[src/sv/bmb_pkg.sv]
// Package of the box mean blur filter: sequencer states and register codes.
// Depends on nothing; imported by the filter modules.
`timescale 1ns / 1ps
`default_nettype none

package bmb_pkg;

    typedef enum logic [2:0] {
        S_IDLE,
        S_SETUP,
        S_WIN,
        S_RD,
        S_AC,
        S_DIV_GO,
        S_DIV,
        S_OUT
    } t_state;

    typedef logic [1:0] t_reg_idx;

    localparam t_reg_idx REG_WIDTH    = 2'd0;
    localparam t_reg_idx REG_HEIGHT   = 2'd1;
    localparam t_reg_idx REG_RADIUS_X = 2'd2;
    localparam t_reg_idx REG_RADIUS_Y = 2'd3;

    localparam logic [10:0] RST_WIDTH    = 11'd1024;
    localparam logic [10:0] RST_HEIGHT   = 11'd1024;
    localparam logic [2:0]  RST_RADIUS_X = 3'd1;
    localparam logic [2:0]  RST_RADIUS_Y = 3'd1;

    localparam int QUOT_W = 8;

endpackage

`default_nettype wire

[src/sv/bmb_div.sv]
// Restoring divider of the box mean blur filter, one quotient bit a cycle.
// Depends on bmb_pkg for the quotient width.
`timescale 1ns / 1ps
`default_nettype none

module bmb_div #(
    parameter int DVW = 18
) (
    input  wire logic                      i_clk,
    input  wire logic                      i_rst_n,
    input  wire logic                      i_start,
    input  wire logic [DVW-1:0]            i_num,
    input  wire logic [DVW-1:0]            i_den,
    output logic                           o_done,
    output logic [bmb_pkg::QUOT_W-1:0]     o_quot
);
    import bmb_pkg::*;

    localparam int SCW = $clog2(QUOT_W);

    logic [DVW+QUOT_W-1:0] r_rem;
    logic [DVW+QUOT_W-1:0] r_d;
    logic [SCW-1:0]        r_step;
    logic                  r_busy;
    logic                  r_done;
    logic [QUOT_W-1:0]     r_q;
    logic                  ge;

    assign ge = (r_rem >= r_d);

    always_ff @(posedge i_clk) begin
        if (!i_rst_n) begin
            r_busy <= 1'b0;
            r_done <= 1'b0;
            r_step <= '0;
        end else begin
            r_done <= 1'b0;
            if (i_start) begin
                r_busy <= 1'b1;
                r_step <= '0;
            end else if (r_busy) begin
                r_step <= r_step + SCW'(1);
                if (r_step == SCW'(QUOT_W - 1)) begin
                    r_busy <= 1'b0;
                    r_done <= 1'b1;
                end
            end
        end
    end

    always_ff @(posedge i_clk) begin
        if (i_start) begin
            r_rem <= (DVW+QUOT_W)'(i_num);
            r_d   <= (DVW+QUOT_W)'(i_den) << (QUOT_W - 1);
            r_q   <= '0;
        end else if (r_busy) begin
            if (ge) begin
                r_rem <= r_rem - r_d;
            end
            r_q <= {r_q[QUOT_W-2:0], ge};
            r_d <= r_d >> 1;
        end
    end

    assign o_done = r_done;
    assign o_quot = r_q;

endmodule

`default_nettype wire

[config.mk]
export PLATFORM = sky130hd
export DESIGN_NAME = bmb_div
export DESIGN_NICKNAME = d
export VERILOG_FILES = /design/src/sv/bmb_pkg.sv /design/src/sv/bmb_div.sv
export SDC_FILE = /design/constraint.sdc
export NUM_CORES = 1
export LEC_CHECK = 0
export BUFFER_PORTS_ARGS = -buffer_cell sky130_fd_sc_hd__buf_4
export CORE_ASPECT_RATIO = 1.4
export CORE_UTILIZATION = 53
export DETAILED_ROUTE_END_ITERATION = 10
export PLACE_DENSITY = 0.75
export RECOVER_POWER = 50
export SLEW_MARGIN = 20
export SYNTH_ARGS = -nofsm -noshare
export SYNTH_HDL_FRONTEND = slang
export SYNTH_SLANG_ARGS = --single-unit
[constraint.sdc]
create_clock -name i_clk -period 2.9 [get_ports i_clk]
set_input_delay 0.29 -clock i_clk [delete_from_list [all_inputs] [get_ports i_clk]]
set_output_delay 0.29 -clock i_clk [all_outputs]
set_load 0.03 [all_outputs]
==> results.sh <==
export IMPL_yosysUniqueCellTypes=52
export IMPL_place_congestion=0.864
export IMPL_ios=48
export IMPL_critical_path_class="reg -> reg"
export IMPL_grt_usage_pct=25.3
export IMPL_ys_flop_type="edfxtp_1"
export IMPL_design_area_mm2=0.00464
export IMPL_cts_buffers=9
export IMPL_antennaDiodeCount=0
export IMPL_cpMostUsedCell="o31ai_4"
export IMPL_fmax_ghz=0.351
export IMPL_antenna_found_initial=0
export IMPL_clock_latency_ns=0.37
export IMPL_rrSetupSlack_ns=0.05
export IMPL_finalPower_mw=2.86
export IMPL_timing_setup_tns_ns=0
export IMPL_startpoint="r_rem[0]"
export IMPL_root_buffer="clkbuf_8"
export IMPL_p_leak_nw=1.95
export IMPL_crit_fanout=5
export IMPL_coreArea_mm2=0.00707
export IMPL_swShare_pct=32.4
export IMPL_layout_nets=549
export IMPL_hpwl_um=6540
export IMPL_fin_skew_ns=0.0137
export IMPL_period_needed_ns=2.85
export IMPL_drv_slew=0
export IMPL_min_path_cells=2
export IMPL_routed_wl_um=9080
export IMPL_synth_warnings=0
export IMPL_finalHoldViolations=0
export IMPL_grt_max_degree=37
export IMPL_cts_buffer_depth=2
export IMPL_most_common_layout_cells="nand2_1 (64), buf_4 (50), edfxtp_1 (36)"
export IMPL_vias=3261
export IMPL_ant_nets=0
export IMPL_synth_edff_count=36
export IMPL_wl_per_cell_um=15.6
export IMPL_finalSetupViolations=0
export IMPL_worst_slew_pin_slew_ns=1.35
export IMPL_r2r_end="r_rem[25]"
export IMPL_synth_top_area_share_pct=27.5
export IMPL_grt_pass1_vias=3206
export IMPL_die_w_um=74.8
export IMPL_synthesis_nets=492
export IMPL_fin_crit_sh_pct=98.3
export IMPL_rsz0062_at_grt="yes"
export IMPL_power_frac_clock_pct=28.6
export IMPL_critPathArrivalTime_ns=3.12
export IMPL_path_cells="inv_1 > ha_2 > inv_2 > fa_2 > a21o_1 > a221oi_2 > and3b_4 > o31ai_4 > a311oi_4 > o31ai_4 > and4bb_1 > mux2_4"
export IMPL_drt_iter0_markers=188
export IMPL_area_growth_pct=18.3
export IMPL_cp_start_kind="flop"
export IMPL_cts_max_level=3
export IMPL_num_rows=36
export IMPL_p_comb_share_pct=33.1
export IMPL_drc=0
export IMPL_via_per_inst=5.60
export IMPL_syn_inst=425
export IMPL_start_util_pct=55.5
export IMPL_synth_top_area_cell="edfxtp_1"
export IMPL_clk_pin_slew_ns=0.08
export IMPL_slew_headroom_pct=9.78
export IMPL_worst_hold_path_type="in -> reg"
export IMPL_p_int_mw=1.93
export IMPL_r2r_start="r_rem[0]"
export IMPL_cts_hold_buffers_added=0
export IMPL_firstDrtPassIters=5
export IMPL_async_flop_share_pct=0
export IMPL_portBuffers=47
export IMPL_ys_seq_area_share_pct=41.8
export IMPL_power_density_mw_per_mm2=615
export IMPL_irDropWorstVdd_uv=373
export IMPL_die_area_mm2=0.00776
export IMPL_grt_first_pass_wirelength_um=14800
export IMPL_crit_required_ns=3.17
export IMPL_cts_sinks=64
export IMPL_drive_gt1_share_pct=16.8
export IMPL_syn_area_per_cell_um2=9.24
export IMPL_overflow=0
export IMPL_worstHoldEndpoint="r_busy"
export IMPL_pwr_share_seq_pct=38.3
export IMPL_syn_area_mm2=0.00393
export IMPL_reg2reg_depth=12
export IMPL_die_height_um=104
export IMPL_critPathSlowestCell="edfxtp_1"
export IMPL_synth_area_leaders="edfxtp_1 (28%), dfxtp_1 (14%), ha_1 (8.6%)"
export IMPL_ys_seq_elements=64
export IMPL_max_stage_delay_ns=0.36
export IMPL_cts_tree="done"
export IMPL_mostFrequentLayoutCell="nand2_1"
export IMPL_maxCapViolations=0
export IMPL_post_dp_cell_area_mm2=0.00444
export IMPL_cp_end_kind="flop"
export IMPL_status="finished, final reports clean"
export IMPL_hold_path_startpoint="i_rst_n"
export IMPL_p_switching_uw=925
==> metrics by stage <==
stage | std cells | worst slack, ns | util [%] | hold WS, ns
detailed placement | 563 | 0.0665 | 62.8 | 0.473
global placement | 563 | 0.108 | 62.8 | 0.459
CTS | 579 | 0.0460 | 65.9 | 0.139
floorplan | 425 | 0.0126 | - | 0.412
finish | 582 | 0.0479 | 65.7 | 0.145
global route | 582 | -0.0874 | 65.7 | 0.164
==> cells by family (layout without fill, tap and decap cells) <==
group	after synthesis	in the layout	synth area share (%)
flip-flops	64	64	41.8
XOR/XNOR	21	21	4.68
buffers and inverters	52	113	5.03
AO/OA/AOI/OAI	106	106	18.7
adder cells (fa/ha/maj)	28	28	9.11
multiplexers	21	21	5.57
AND/OR/NAND/NOR	133	134	15.1
==> power by group through the flow <==
stage               logic, mW  registers (mW)  clock network [mW]
floorplan               0.682            1.10                   0
global placement        0.913            1.11                   0
detailed placement      0.922            1.11                   0
CTS                     0.930            1.09               0.828
global route             1.05            1.10               0.868
finish                  0.946            1.09               0.816
==> worst max-delay path, delay by kind of cell (launching register included) <==
kind,cells,cell delay (ns)
buffers and inverters,2,0.11
and+or+nand+nor,2,0.49
muxes,1,0.29
AOI/OAI and AO/OA,5,0.96
adders and majority gates,2,0.53
DFF,1,0.36
==> Yosys cell counts (all sizes together) (3+ instances only) <==
master / count
inv: 33
edfxtp: 36
nor2b: 3
mux2i: 17
xnor2: 14
o22ai: 4
ha: 27
xor2: 7
nand3: 7
clkbuf: 12
a21oi: 20
nand4: 5
nor2: 32
mux2: 4
a21o: 8
o21a: 3
nand2b: 4
nor3: 4
buf: 7
a31oi: 5
nand2: 64
dfxtp: 28
and2: 4
o21ai: 29
o31ai: 20
==> metal layers <==
metal  share of wire, %  vias to the layer above  global-route usage [%]
met5                  0                        -                       0
met1                 42                     1533                    30.8
met2                 51                       72                    41.1
met4                3.1                        0                    12.8
li1                   -                     1634                       -
met3                3.5                       22                    5.04
==> flip-flops by register name, summed over array words and instances (netlist names) <==
register,cells
o_quot,8
o_done,1
r_d,25
r_rem,26
r_busy,1
r_step,3
==> how the worst max path moves through the flow <==
stage | cells past startpoint | end | slack [ns]
global route | 12 | r_rem[25] | -0.09
detailed placement | 11 | r_rem[0] | 0.07
CTS | 11 | r_rem[16] | 0.05
floorplan | 12 | r_rem[0] | 0.01
global placement | 11 | r_rem[7] | 0.11
finish | 12 | r_rem[25] | 0.05
==> repair_timing <==
action | in CTS | in global routing
buffers inserted | 0 | 2
setup endpoints to repair | 0 | 22
resized for setup | 0 | 6
==> area by class of cell <==
cell class / instances / area [um2]
clock inverters: 1 / 5.00
inverters: 33 / 124
clock buffers: 15 / 209
fillers: 616 / 2430
flip-flops and latches: 64 / 1640
well taps: 95 / 119
multi-input cells: 310 / 2120
repair buffers: 64 / 429
Power figures use the tool's default switching activity.
